### src/tbt_pkg.sv
// Shared types and constants for the trickle beacon timer.
package tbt_pkg;

    localparam int TIME_BITS_DEF = 32;
    localparam int DIV_BITS      = 32;
    localparam int CNT_W         = 8;
    localparam int CFG_IDX_W     = 2;
    localparam int CFG_DATA_W    = 32;
    localparam int IN_DATA_W     = 64;
    localparam int OUT_DATA_W    = 40;

    localparam logic [CNT_W-1:0] COUNT_MAX = 8'd255;

    localparam logic [31:0]      MIN_INTERVAL_RST = 32'd100;
    localparam logic [31:0]      MAX_INTERVAL_RST = 32'd60000;
    localparam logic [CNT_W-1:0] REDUNDANCY_RST   = 8'd2;
    localparam logic             SUPPRESS_RST     = 1'b1;

    localparam logic [CFG_IDX_W-1:0] REG_MIN_INTERVAL = 2'd0;
    localparam logic [CFG_IDX_W-1:0] REG_MAX_INTERVAL = 2'd1;
    localparam logic [CFG_IDX_W-1:0] REG_REDUNDANCY_K = 2'd2;
    localparam logic [CFG_IDX_W-1:0] REG_SUPPRESS_EN  = 2'd3;

    localparam logic [1:0] MODE_TICK  = 2'd0;
    localparam logic [1:0] MODE_HEARD = 2'd1;
    localparam logic [1:0] MODE_RESET = 2'd2;

    typedef struct packed {
        logic                busy;
        logic                done;
        logic [DIV_BITS-1:0] rem;
    } tbt_div_stat_t;

endpackage

### src/trickle_beacon_timer_unit.sv
// Trickle beacon timer: per-transaction control and state, serial fire offset.
// Steps: heard, ignored and idle ticks pass evaluate, check and emit; when a new
//   fire point is drawn, a 32-step serial modulo and a plan step come before emit.
// Flow: one transaction at a time; the next is taken once the result sits in
//   the output register.
// Reset: rst_n clears timer state and restores register defaults at once.
module trickle_beacon_timer_unit
#(
    parameter int TIME_BITS = tbt_pkg::TIME_BITS_DEF
)
(
    input  logic                             clk,
    input  logic                             rst_n,
    input  logic                             s_axis_tvalid,
    output logic                             s_axis_tready,
    input  logic [tbt_pkg::IN_DATA_W-1:0]    s_axis_tdata,  // now_ms[31:0], rand_word[63:32]
    input  logic [1:0]                       s_axis_tuser,  // mode[1:0]
    output logic                             m_axis_tvalid,
    input  logic                             m_axis_tready,
    output logic [tbt_pkg::OUT_DATA_W-1:0]   m_axis_tdata,  // send_beacon[0], interval_now[32:1], zero pad
    input  logic                             cfg_valid,
    output logic                             cfg_ready,
    input  logic [tbt_pkg::CFG_IDX_W-1:0]    cfg_index,
    input  logic [tbt_pkg::CFG_DATA_W-1:0]   cfg_data
);
    import tbt_pkg::*;

    typedef enum logic [5:0] {
        S_IDLE = 6'b000001,
        S_EVAL = 6'b000010,
        S_CHK  = 6'b000100,
        S_DIV  = 6'b001000,
        S_PLAN = 6'b010000,
        S_EMIT = 6'b100000
    } state_t;

    state_t state_reg, state_next;

    logic [31:0]      min_int_reg;
    logic [31:0]      max_int_reg;
    logic [CNT_W-1:0] red_k_reg;
    logic             sup_en_reg;

    logic                 started_reg, started_next;
    logic                 sched_reg, sched_next;
    logic [31:0]          len_reg, len_next;
    logic [TIME_BITS-1:0] start_reg, start_next;
    logic [TIME_BITS-1:0] fire_reg, fire_next;
    logic [CNT_W-1:0]     heard_reg, heard_next;
    logic                 send_reg, send_next;

    logic [1:0]  mode_reg;
    logic [31:0] now_reg;
    logic [31:0] rnd_reg;

    logic        out_valid_reg, out_valid_next;
    logic        out_send_reg;
    logic [31:0] out_len_reg;
    logic        out_load;

    logic [63:0]          now_wide;
    logic [TIME_BITS-1:0] now_t;
    logic [TIME_BITS-1:0] fire_diff;
    logic [TIME_BITS-1:0] elapsed;
    logic                 elapsed_ge;
    logic [32:0]          dbl;
    logic [31:0]          dbl_sat;
    logic [31:0]          dbl_cap;
    logic [31:0]          half;
    logic [31:0]          offset;
    logic [63:0]          fire_sum;
    logic                 in_take;

    logic          div_start;
    logic [31:0]   div_divisor;
    tbt_div_stat_t div_stat;

    tbt_serial_mod u_mod
    (
        .clk      (clk),
        .rst_n    (rst_n),
        .start    (div_start),
        .dividend (rnd_reg),
        .divisor  (div_divisor),
        .stat     (div_stat)
    );

    assign cfg_ready     = 1'b1;
    assign s_axis_tready = (state_reg == S_IDLE);
    assign in_take       = s_axis_tvalid && s_axis_tready;

    assign now_wide   = {32'd0, now_reg};
    assign now_t      = now_wide[TIME_BITS-1:0];
    assign fire_diff  = now_t - fire_reg;
    assign elapsed    = now_t - start_reg;
    assign elapsed_ge = 64'(elapsed) >= 64'(len_reg);
    assign dbl        = {len_reg, 1'b0};
    assign dbl_sat    = dbl[32] ? 32'hFFFF_FFFF : dbl[31:0];
    assign dbl_cap    = (dbl_sat > max_int_reg) ? max_int_reg : dbl_sat;
    assign half       = {1'b0, len_reg[31:1]};
    assign offset     = (half == 32'd0) ? 32'd0 : div_stat.rem;
    assign fire_sum   = 64'(now_t) + 64'(half) + 64'(offset);
    assign out_load   = (state_reg == S_EMIT) && (!out_valid_reg || m_axis_tready);

    always_comb
    begin
        state_next   = state_reg;
        started_next = started_reg;
        sched_next   = sched_reg;
        len_next     = len_reg;
        start_next   = start_reg;
        fire_next    = fire_reg;
        heard_next   = heard_reg;
        send_next    = send_reg;
        div_start    = 1'b0;
        div_divisor  = {1'b0, min_int_reg[31:1]};
        unique case (state_reg)
            S_IDLE:
            begin
                send_next = 1'b0;
                if (in_take)
                    state_next = S_EVAL;
            end
            S_EVAL:
            begin
                if (mode_reg == MODE_HEARD)
                begin
                    if (heard_reg < COUNT_MAX)
                        heard_next = heard_reg + 1'b1;
                end
                else if (mode_reg == MODE_TICK && started_reg && sched_reg
                         && !fire_diff[TIME_BITS-1])
                begin
                    send_next  = !sup_en_reg || (heard_reg < red_k_reg);
                    sched_next = 1'b0;
                end
                state_next = S_CHK;
            end
            S_CHK:
            begin
                state_next = S_EMIT;
                if (mode_reg == MODE_RESET)
                begin
                    started_next = 1'b1;
                    len_next     = min_int_reg;
                    div_divisor  = {1'b0, min_int_reg[31:1]};
                    div_start    = 1'b1;
                    state_next   = S_DIV;
                end
                else if (mode_reg == MODE_TICK && started_reg && !sched_reg && elapsed_ge)
                begin
                    len_next    = dbl_cap;
                    div_divisor = {1'b0, dbl_cap[31:1]};
                    div_start   = 1'b1;
                    state_next  = S_DIV;
                end
            end
            S_DIV:
            begin
                if (div_stat.done)
                    state_next = S_PLAN;
            end
            S_PLAN:
            begin
                start_next = now_t;
                heard_next = '0;
                fire_next  = fire_sum[TIME_BITS-1:0];
                sched_next = 1'b1;
                state_next = S_EMIT;
            end
            S_EMIT:
            begin
                if (out_load)
                    state_next = S_IDLE;
            end
            default:
            begin
                state_next = S_IDLE;
            end
        endcase
    end

    always_comb
    begin
        out_valid_next = out_valid_reg;
        if (m_axis_tvalid && m_axis_tready)
            out_valid_next = 1'b0;
        if (out_load)
            out_valid_next = 1'b1;
    end

    always_ff @(posedge clk or negedge rst_n)
    begin
        if (!rst_n)
        begin
            state_reg     <= S_IDLE;
            started_reg   <= 1'b0;
            sched_reg     <= 1'b0;
            len_reg       <= '0;
            start_reg     <= '0;
            fire_reg      <= '0;
            heard_reg     <= '0;
            send_reg      <= 1'b0;
            out_valid_reg <= 1'b0;
            min_int_reg   <= MIN_INTERVAL_RST;
            max_int_reg   <= MAX_INTERVAL_RST;
            red_k_reg     <= REDUNDANCY_RST;
            sup_en_reg    <= SUPPRESS_RST;
        end
        else
        begin
            state_reg     <= state_next;
            started_reg   <= started_next;
            sched_reg     <= sched_next;
            len_reg       <= len_next;
            start_reg     <= start_next;
            fire_reg      <= fire_next;
            heard_reg     <= heard_next;
            send_reg      <= send_next;
            out_valid_reg <= out_valid_next;
            if (cfg_valid && cfg_ready)
            begin
                unique case (cfg_index)
                    REG_MIN_INTERVAL: min_int_reg <= cfg_data;
                    REG_MAX_INTERVAL: max_int_reg <= cfg_data;
                    REG_REDUNDANCY_K: red_k_reg   <= cfg_data[CNT_W-1:0];
                    REG_SUPPRESS_EN:  sup_en_reg  <= cfg_data[0];
                    default:          ;
                endcase
            end
        end
    end

    always_ff @(posedge clk)
    begin
        if (in_take)
        begin
            mode_reg <= s_axis_tuser;
            now_reg  <= s_axis_tdata[31:0];
            rnd_reg  <= s_axis_tdata[63:32];
        end
        if (out_load)
        begin
            out_send_reg <= send_reg;
            out_len_reg  <= len_reg;
        end
    end

    assign m_axis_tvalid = out_valid_reg;
    assign m_axis_tdata  = {7'd0, out_len_reg, out_send_reg};

    a_done_in_div: assert property (@(posedge clk) disable iff (!rst_n)
        div_stat.done |-> state_reg == S_DIV)
        else $error("remainder finished outside the wait state");

    a_plan_arms: assert property (@(posedge clk) disable iff (!rst_n)
        state_reg == S_PLAN |=> sched_reg && started_reg)
        else $error("fire point planned but not armed");

    a_emit_src: assert property (@(posedge clk) disable iff (!rst_n)
        $rose(m_axis_tvalid) |-> $past(state_reg == S_EMIT))
        else $error("result appeared without an emit step");

    a_send_from_tick: assert property (@(posedge clk) disable iff (!rst_n)
        send_reg && state_reg == S_CHK |-> mode_reg == MODE_TICK && started_reg)
        else $error("beacon requested on a non-tick transaction");

endmodule

### src/tbt_serial_mod.sv
// Bit-serial restoring remainder unit, one dividend bit per cycle.
module tbt_serial_mod
(
    input  logic                          clk,
    input  logic                          rst_n,
    input  logic                          start,
    input  logic [tbt_pkg::DIV_BITS-1:0]  dividend,
    input  logic [tbt_pkg::DIV_BITS-1:0]  divisor,
    output tbt_pkg::tbt_div_stat_t        stat
);
    import tbt_pkg::*;

    localparam int CW = $clog2(DIV_BITS);

    logic [DIV_BITS-1:0] rem_reg, rem_next;
    logic [DIV_BITS-1:0] dvd_reg, dvd_next;
    logic [DIV_BITS-1:0] dsr_reg, dsr_next;
    logic [CW-1:0]       cnt_reg, cnt_next;
    logic                busy_reg, busy_next;
    logic                done_reg, done_next;
    logic [DIV_BITS:0]   trial;
    logic [DIV_BITS:0]   diff;

    always_comb
    begin
        trial     = {rem_reg, dvd_reg[DIV_BITS-1]};
        diff      = trial - {1'b0, dsr_reg};
        rem_next  = rem_reg;
        dvd_next  = dvd_reg;
        dsr_next  = dsr_reg;
        cnt_next  = cnt_reg;
        busy_next = busy_reg;
        done_next = 1'b0;
        if (start)
        begin
            rem_next  = '0;
            dvd_next  = dividend;
            dsr_next  = divisor;
            cnt_next  = '0;
            busy_next = 1'b1;
        end
        else if (busy_reg)
        begin
            // keep the trial difference when the divisor fits
            rem_next = diff[DIV_BITS] ? trial[DIV_BITS-1:0] : diff[DIV_BITS-1:0];
            dvd_next = {dvd_reg[DIV_BITS-2:0], 1'b0};
            cnt_next = cnt_reg + 1'b1;
            if (cnt_reg == CW'(DIV_BITS - 1))
            begin
                busy_next = 1'b0;
                done_next = 1'b1;
            end
        end
    end

    always_ff @(posedge clk or negedge rst_n)
    begin
        if (!rst_n)
        begin
            cnt_reg  <= '0;
            busy_reg <= 1'b0;
            done_reg <= 1'b0;
        end
        else
        begin
            cnt_reg  <= cnt_next;
            busy_reg <= busy_next;
            done_reg <= done_next;
        end
    end

    always_ff @(posedge clk)
    begin
        rem_reg <= rem_next;
        dvd_reg <= dvd_next;
        dsr_reg <= dsr_next;
    end

    assign stat.busy = busy_reg;
    assign stat.done = done_reg;
    assign stat.rem  = rem_reg;

endmodule

### config.mk
export PLATFORM = sky130hd
export DESIGN_NAME = trickle_beacon_timer_unit
export DESIGN_NICKNAME = d
export VERILOG_FILES = /design/src/tbt_pkg.sv /design/src/trickle_beacon_timer_unit.sv /design/src/tbt_serial_mod.sv
export SDC_FILE = /design/constraint.sdc
export NUM_CORES = 1
export LEC_CHECK = 0
export ABC_AREA = 1
export BUFFER_PORTS_ARGS = -buffer_cell sky130_fd_sc_hd__buf_2
export CAP_MARGIN = 20
export CELL_PAD_IN_SITES_DETAIL_PLACEMENT = 1
export CELL_PAD_IN_SITES_GLOBAL_PLACEMENT = 2
export CORE_MARGIN = 2
export CORE_UTILIZATION = 38
export CTS_BUF_LIST = sky130_fd_sc_hd__clkbuf_8
export CTS_CLUSTER_SIZE = 16
export DETAILED_ROUTE_END_ITERATION = 10
export GPL_TIMING_DRIVEN = 0
export PLACE_DENSITY_LB_ADDON = 0.15
export REMOVE_ABC_BUFFERS = 1
export SETUP_SLACK_MARGIN = 0.1
export SLEW_MARGIN = 10
export SYNTH_ARGS = -nofsm -noshare
export SYNTH_HDL_FRONTEND = slang
export SYNTH_SLANG_ARGS = --single-unit
### constraint.sdc
create_clock -name clk -period 5.5 [get_ports clk]
set_clock_uncertainty 0.15 [all_clocks]
set_input_delay 1.1 -clock clk [delete_from_list [all_inputs] [get_ports clk]]
set_output_delay 1.1 -clock clk [all_outputs]
set_load 0.05 [all_outputs]
Yosys cells after proc, flatten, opt, wreduce, memory -nomap -nowiden --
Index checks and enable logic that the tools add are counted.
Cells by class: add/subtract/negate cells 7, order comparisons 4, equality and inequality tests 19, mux-type cells 39, bitwise gates (word level) 1, reduce and logical (&&, ||, !) cells 33
Operators by type and width (count):
- $mux 32 | 8
- $mux 31 | 3
- $sub 32x32->32 | 2
- $pmux 6 s6 | 1
- $sub 33x32->33 | 1
- $add 32x31->32 | 1
- $add 32x32->32 | 1
- $ge 32x32->1 | 1
- $gt 32x32->1 | 1
- $logic_not 32->1 | 1
- $mux 6 | 5
- $mux 8 | 2
- $pmux 8 s2 | 1
- $mux 1 | 15
- $reduce_and 2->1 | 6
- $reduce_and 3->1 | 4
- $mux 5 | 2
- $ne 2x2->1 const B | 5
- $reduce_bool 2->1 | 5
- $add 8x1->8 const B | 1
- $logic_and 1x1->1 | 8
- $lt 8x8->1 | 1
- $lt 8x8->1 const B | 1
- $eq 2x2->1 const B | 3
- other kinds (16) | 24
Word-level totals: flip-flop bits (word level) 389, word-level logic and storage cells 128

Logic depth before layout (Yosys ltp) --
Gate-level depths: netlist of run 1.
word-level depth 8, gate-level depth with buffers 30, depth with buffers taken out 29

Modules after synthesis --
Synthesis of run 1 repeated with hierarchy kept, for this count alone.
Second synthesis, totals: cells, all modules 3338, area, all modules 25690.9 um^2
Modules (own cells, without submodules):
- trickle_beacon_timer_unit | instances 1, cells each 2304, area an instance 18692.9 um^2, seq. area each 7668.6 um^2
- tbt_serial_mod | instances 1, cells each 1034, area an instance 6998.0 um^2, seq. area each 2737.6 um^2

Worst setup path before layout of run 1 --
Ideal clock, no wire load.
path kind flip-flop to flip-flop, start point reg state_reg[5], end point reg mode_reg[0] (enable), data arrival time 5.479 ns, path slack -0.619 ns, cell stages (with the launch flop) 6, path buffers 0, period minus slack after synthesis 6.119 ns, cells stage by stage dfrtp_1 nor2_1 inv_2 nor4_1 inv_1 nor2_1
On the way: word-level cells in the longest chain between the ends 2
Ends and longest elaborated chain:
- start, declared | RTL line trickle_beacon_timer_unit.sv:37 | state_t state_reg, state_next;
- start signal, assigned | RTL line trickle_beacon_timer_unit.sv:212 | state_reg <= state_next;
- $eq 6x1->1 | RTL line trickle_beacon_timer_unit.sv:89 | assign s_axis_tready = (state_reg == S_IDLE);
- via s_axis_tready | RTL line trickle_beacon_timer_unit.sv:15 | output logic s_axis_tready,
- $logic_and 1x1->1 | RTL line trickle_beacon_timer_unit.sv:90 | assign in_take = s_axis_tvalid && s_axis_tready;
- via in_take | RTL line trickle_beacon_timer_unit.sv:72 | logic in_take;
- end signal, assigned | RTL line trickle_beacon_timer_unit.sv:238 | mode_reg <= s_axis_tuser;
- end, declared | RTL line trickle_beacon_timer_unit.sv:52 | logic [1:0] mode_reg;
The timed path passes the listed nets, and every way through them passes these cells. A chain may end at the register's enable or synchronous reset.

Final worst setup path of run 1 --
start point reg now_reg[14], end point reg u_mod.dvd_reg[2] (data pin)
On the way: word-level cells in the longest chain between the ends 7
Ends and longest elaborated chain:
- start, declared | RTL line trickle_beacon_timer_unit.sv:53 | logic [31:0] now_reg;
- start signal, assigned | RTL line trickle_beacon_timer_unit.sv:239 | now_reg <= s_axis_tdata[31:0];
- $sub 32x32->32 | RTL line trickle_beacon_timer_unit.sv:95 | assign elapsed = now_t - start_reg;
- $ge 32x32->1 | RTL line trickle_beacon_timer_unit.sv:96 | assign elapsed_ge = 64'(elapsed) >= 64'(len_reg);
- $logic_and 1x1->1 | RTL line trickle_beacon_timer_unit.sv:150 | else if (mode_reg == MODE_TICK && started_reg && !sched_reg && elapsed_ge)
- $mux 1 | RTL line trickle_beacon_timer_unit.sv:150
- $mux 1 | RTL line trickle_beacon_timer_unit.sv:142 | if (mode_reg == MODE_RESET)
- $mux 1 | RTL line trickle_beacon_timer_unit.sv:117 | unique case (state_reg)
- $mux 32 | RTL line tbt_serial_mod.sv:34 | if (start)
- via u_mod.dvd_next[2] | RTL line tbt_serial_mod.sv:16 | logic [DIV_BITS-1:0] dvd_reg, dvd_next;
- end signal, assigned | RTL line tbt_serial_mod.sv:75 | dvd_reg <= dvd_next;
- end, declared | RTL line tbt_serial_mod.sv:16
The timed path passes the listed nets, and every way through them passes these cells.

==> results of run 1 <==
worst paths after layout:
check	to	slack (ns)	cells after the start
worst max-delay path	u_mod.dvd_reg[2]$_DFFE_PP_	0.38	25
worst min-delay path	fire_reg[6]$_DFFE_PN0P_	0.12	1
worst max register to register	u_mod.dvd_reg[2]$_DFFE_PP_	0.38	25
worst min register to register	out_send_reg$_DFFE_PP_	0.33	0
max in group asynchronous	u_mod.busy_reg$_DFF_PN0_	3.84	3
min in group clk	out_send_reg$_DFFE_PP_	0.33	0
layout by cell type (no fill, tap or decap), drive strengths merged, types with 5 or more instances in the layout:
cell type,instances
nand2,1141
inv,501
nand3,212
nor2,204
o21ai,201
ha,196
dfrtp,181
a21oi,179
edfxtp,162
buf,160
clkbuf,85
nand4,44
xor2,42
fa,34
dfxtp,32
nor3,29
xnor2,21
clkinv,21
a21o,14
dfstp,13
and2,10
nand3b,9
conb,8
or2,8
a31oi,7
o21bai,7
nor4,6
o21a,5
per-stage QoR:
| step | setup slack [ns] | instance area (sq um) | hold WS [ns] | total power [uW] | util |
|---|---|---|---|---|---|
| floorplan | -0.619 | 25200 | 0.276 | 12600 | - |
| global placement | -2.35 | 27000 | 0.305 | 15600 | 0.403 |
| detailed placement | -0.792 | 27400 | 0.288 | 17400 | 0.409 |
| CTS | 0.127 | 29100 | 0.0825 | 20700 | 0.434 |
| global route | 0.0896 | 29300 | 0.111 | 22600 | 0.436 |
| finish | 0.383 | 29300 | 0.118 | 20600 | 0.437 |
timing repair:
action / in CTS / in global routing
pin swaps: 0 / 2
endpoints found under the hold margin: 0 / 0
gates resized for setup: 23 / 11
endpoints found under the setup margin: 173 / 148
gates cloned: 0 / 4
setup buffers: 1 / 4
synthesized netlist by cell type, drive strengths merged (2+ instances only):
| master | instances |
|---|---|
| ha | 196 |
| xnor2 | 21 |
| a31oi | 7 |
| buf | 47 |
| a21boi | 2 |
| o211ai | 3 |
| and2 | 10 |
| nand3 | 212 |
| nor3b | 2 |
| edfxtp | 162 |
| xor2 | 42 |
| nand3b | 9 |
| o21a | 5 |
| or2 | 8 |
| fa | 34 |
| and3 | 4 |
| conb | 2 |
| o21ai | 201 |
| dfstp | 13 |
| dfrtp | 181 |
| o21bai | 7 |
| nor3 | 29 |
| dfxtp | 32 |
| nand2 | 1140 |
| a21o | 14 |
| o22ai | 4 |
| o31ai | 2 |
| a21oi | 179 |
| clkbuf | 49 |
| nor4 | 6 |
| nand4 | 43 |
| nor2 | 204 |
| inv | 469 |
layout make-up:
| type | instances | area (sq um) | share of cell area |
|---|---|---|---|
| Tap cell | 873 | 1090 | 0.0373 |
| Multi-Input combinational cell | 2396 | 13300 | 0.453 |
| Antenna cell | 3 | 7.51 | 0.000257 |
| Inverter | 470 | 1810 | 0.0617 |
| Clock inverter | 56 | 407 | 0.0139 |
| Timing Repair inverter | 1 | 11.3 | 0.000385 |
| Clock buffer | 84 | 1160 | 0.0395 |
| Sequential cell | 388 | 10400 | 0.355 |
| Timing Repair Buffer | 161 | 1140 | 0.0390 |
layer usage:
layer / up-vias / share of wire / routed length (um)
met1: 11300 / 0.47 / 43800
met2: 366 / 0.47 / 44400
li1: 11100 / - / -
met4: 0 / 0.027 / 2560
met3: 130 / 0.032 / 2990
met5: - / 0 / 0
power by group:
| part | switching, uW | internal [uW] | total [uW] |
|---|---|---|---|
| logic | 8710 | 4240 | 12900 |
| registers | 774 | 3840 | 4620 |
| clock network | 1440 | 1630 | 3060 |
worst max-delay path, stage by stage, from the launching register on:
cell	delay, ns
edfxtp_1	0.53
ha_2	0.48
nand2_1	0.18
nor2_1	0.17
inv_1	0.10
nor3_4	0.25
nand3_1	0.12
nand3_1	0.24
nand2_1	0.09
nand2_1	0.08
xor2_1	0.25
ha_1	0.30
a21oi_1	0.14
o21ai_1	0.07
nand2_1	0.06
o211ai_1	0.09
nor2_1	0.23
nand2_4	0.16
nand2_1	0.17
nand2_4	0.12
nand2_8	0.17
buf_16	0.22
clkinv_16	0.14
buf_16	0.21
nand2_1	0.09
nand2_1	0.05
cells by family after synthesis:
family | synth area share
adders and majority gates | 0.122
other | 0.000292
xor gates and xnor gates | 0.0215
AOI/OAI and AO/OA | 0.0895
buffers and inverters | 0.0881
and+or+nand+nor | 0.275
DFF | 0.404
==> results.cfg, run 1 <==
[outcome]
status = complete, no violations

[timing]
finalSetupTns_ns = 0
tightest_slew_ns = 1.01
hold_violations = 0
setup_viol = 0
clock.fmax_ghz = 0.195
period_share = 0.930
slew_viol_final = 0
max_slew_margin = 0.326
grt_setup_unrepaired = false
period_minus_slack_ns = 5.12

[cts]
cts.sinks = 388
cts_tree = done
clkSlewWorstSetupHoldPaths_ns = 0.06
clkLatencyLatePin_ns = 0.71
hold_buffers = 0
clockBufferDepth = 3
numCtsBuffers = 76
root_buffer = clkbuf_8
cts_max_level = 3

[floorplan]
rows = 95
design.die.area_sq_um = 69700
initial_utilization = 0.383
die_h_um = 264
ios = 148
fp.dieW_um = 264
coreArea_sq_um = 67000

[power]
vdd_drop_max_uv = 378
p_leak_uw = 0.0147
power_density_nw_per_um2 = 705

[route]
wl_mm = 93.7
dr_total_vias = 22800
viasPerCell = 5.15
final_antenna_net_count = 0
first_pass_iters = 5
drt_iter0_markers = 1144
drc = 0
wl_per_cell_um = 21.1

[logic_synthesis]
yosysTopAreaCellShare = 0.189
synth_area_per_cell_sq_um = 7.69
synth_cell_types = 52
netlist_area_sq_um = 25700
synth_area_leader_cell = edfxtp_1
seq_area_frac_synth = 0.404
syn-instance-count = 3342
ys.flop_type = dfrtp_1
synth.ff_latch_count = 388
synth_edf_count = 162
ys_warn_count = 0
asyncSetResetFlopFracSynth = 0.500
synth_area_leaders = edfxtp_1 (19%), dfrtp_1 (18%), nand2_1 (16%), ha_1 (9.5%), inv_1 (6.6%)

[critical_path]
crit_arrival_ns = 5.44
required_ns = 5.82
endpoint_kind = flop
critPathLaunch = now_reg[14]$_DFFE_PP_
crit_fanout = 40
critPathKind = flop to flop
worst_r2r_startpoint = now_reg[14]$_DFFE_PP_
start_kind = flop

[run]
cap_violations = 0

[global_routing]
use_met3 = 0.0301
grt_pass1_vias = 24600
grt_max_degree = 97
globalRouteOverflowTotal = 0
gr-usage-met2 = 0.454
grt_use_total = 0.268
grt_pass1_wl_mm = 144
antenna_found_initial = 2
busiest_layer = met2
grtUsageMet1 = 0.363

[placement]
io_buffer_count = 139
dp_hpwl_mm = 73.2
dp.cells = 4280
gp_congestion = 0.945

[min_path]
hold_path_class = input port to asynchronous set/reset pin

[cells_and_area]
fillerInstances = 8332
stdcell_count = 4432
area_growth_syn_to_layout_pct = 13.9
nets = 3829
drive_gt1_frac = 0.116
No activity file was read; power rests on OpenSTA's default activity.
==> run 2, diff against run 1 <==
--- a/config.mk
+++ b/config.mk
@@ -16,7 +16,7 @@
 export CTS_CLUSTER_SIZE = 16
 export DETAILED_ROUTE_END_ITERATION = 10
 export GPL_TIMING_DRIVEN = 0
-export PLACE_DENSITY_LB_ADDON = 0.15
+export PLACE_DENSITY = 0.8
 export REMOVE_ABC_BUFFERS = 1
 export SETUP_SLACK_MARGIN = 0.1
 export SLEW_MARGIN = 10
==> run 2 against run 1 <==
  * Utilization increased by 0.069 points
  * Critical path depth decreased by 5
  * Die area unchanged
  * Power about the same
  * Combinational power about the same
  * Sequential power about the same
  * Clock power decreased by 2%
  * Worst setup slack got worse by 0.013 ns
==> results.cfg, run 2 (synthesized netlist as in run 1, its figures left out) <==
[outcome]
status = complete, no violations

[floorplan]
ios = 148
coreArea_sq_um = 67000
fp.dieW_um = 264
initial_utilization = 0.383
rows = 95
design.die.area_sq_um = 69700
die_h_um = 264

[cts]
numCtsBuffers = 75
clkLatencyLatePin_ns = 0.70
hold_buffers = 0
cts_tree = done
cts_max_level = 3
clkSlewWorstSetupHoldPaths_ns = 0.06
cts.sinks = 388
root_buffer = clkbuf_8
clockBufferDepth = 3

[placement]
place_area_sq_um = 27500
io_buffer_count = 139
dp.cells = 4279
dp_slack_ns = -0.776
gp_congestion = 0.924
dp_hpwl_mm = 72.5

[global_routing]
use_met3 = 0.0405
grt_pass1_vias = 24400
antenna_found_initial = 3
gr-usage-met2 = 0.450
globalRouteOverflowTotal = 0
grt_use_total = 0.268
busiest_layer = met2
grt_max_degree = 96
grtUsageMet1 = 0.354
grt_pass1_wl_mm = 143

[power]
p_leak_uw = 0.0147
power_density_nw_per_um2 = 703
vdd_drop_max_uv = 444

[timing]
setup_viol = 0
tightest_slew_ns = 1.03
slew_viol_final = 0
clock.fmax_ghz = 0.195
max_slew_margin = 0.313
timing.final.ws_setup_ns = 0.370
period_minus_slack_ns = 5.13
period_share = 0.933
hold_violations = 0
grt_setup_unrepaired = false
whs_ns = 0.142

[route]
final_antenna_net_count = 0
drc = 0
wl_mm = 93.2
wl_per_cell_um = 21.0
dr_total_vias = 22700
first_pass_iters = 8
viasPerCell = 5.12
drt_iter0_markers = 1279

[critical_path]
start_kind = flop
crit_arrival_ns = 5.34
critPathKind = flop to flop
required_ns = 5.71
endpoint_kind = flop
crit_fanout = 35

[min_path]
hold_path_class = input port to asynchronous set/reset pin

[run]
cap_violations = 0

[cells_and_area]
area_growth_syn_to_layout_pct = 14.1
stdcell_count = 4432
multi_input_area_sq_um = 13200
fillerInstances = 8253
register_area_sq_um = 10400
final_common_cell = nand2_1
design_area_sq_um = 29300
post-route-util = 0.437
drive_gt1_frac = 0.117
nets = 3830
layout_common_cells = nand2_1 (1,118), inv_1 (469), o21ai_0 (198)
run 2: cell count changes in the layout (fill, tap and decap cells not counted), moves of 2 or more:
| cell | delta |
|---|---|
| buf_16 | +2 |
| clkbuf_16 | +2 |
| clkinv_1 | +3 |
| clkinv_2 | +3 |
| diode_2 | -2 |
| inv_1 | -5 |
| inv_16 | +2 |
| inv_8 | -2 |
| nand2_1 | -2 |
| nand2_2 | +4 |
| nand2_4 | -3 |
run 2: per-stage QoR:
stage / power, uW / setup TNS (ns)
3_3_place_gp: 15600 / -668.79
6_report: 20600 / 0
4_1_cts: 20600 / 0
3_5_place_dp: 17400 / -84.44
5_1_grt: 22600 / 0
2_1_floorplan: 12600 / -40.86
run 2: path summary, 6_finish.rpt:
| kind | startpoint | cells past startpoint | slack (ns) | end |
|---|---|---|---|---|
| max | now_reg[4]$_DFFE_PP_ | 20 | 0.37 | u_mod.dsr_reg[9]$_DFFE_PP_ |
| min | rst_n | 1 | 0.14 | fire_reg[4]$_DFFE_PN0P_ |
| max reg2reg | now_reg[4]$_DFFE_PP_ | 20 | 0.37 | u_mod.dsr_reg[9]$_DFFE_PP_ |
| min reg2reg | send_reg$_DFFE_PN0P_ | 0 | 0.31 | out_send_reg$_DFFE_PP_ |
| max in group asynchronous | rst_n | 3 | 3.86 | u_mod.busy_reg$_DFF_PN0_ |
| min in group clk | send_reg$_DFFE_PN0P_ | 0 | 0.31 | out_send_reg$_DFFE_PP_ |
run 2: report_power, final:
part	total (uW)	internal (uW)	switching (uW)
logic	13000	4330	8680
registers	4600	3840	753
clock network	3000	1570	1430
run 2: routing by layer:
metal / up-vias / wire length, um
met2: 380 / 43700
met4: 0 / 3260
met5: - / 0
met3: 137 / 3650
li1: 11100 / -
met1: 11100 / 42700
run 2: final cells by class:
| type | count | share of cell area |
|---|---|---|
| clock buffer | 83 | 0.0390 |
| timing repair buffer | 165 | 0.0427 |
| clock inverter | 57 | 0.0139 |
| multi-input combinational | 2395 | 0.452 |
| antenna | 1 | 0.0000854 |
| tap | 873 | 0.0373 |
| inverter | 470 | 0.0613 |
| sequential | 388 | 0.354 |
run 2: repair_timing:
action | CTS | global route
endpoints found under the setup margin | 210 | 138
pin swaps | 0 | 2
cloned | 3 | 3
endpoints found under the hold margin | 0 | 0
setup buffers | 2 | 4
resized for setup | 20 | 9
run 2: worst max-delay path, cell delays in order (launching register included):
cell	delay, ns
edfxtp_1	0.51
ha_1	0.40
a21oi_1	0.21
a21boi_1	0.46
inv_1	0.15
a21oi_2	0.37
o21ai_0	0.18
xor2_1	0.19
ha_1	0.32
nand2_1	0.05
nor2_1	0.12
nand4_1	0.16
a21oi_1	0.17
nor2_1	0.09
nand2_2	0.18
nand2_1	0.11
nand2_2	0.15
nand2_8	0.18
buf_16	0.27
inv_16	0.15
buf_16	0.21
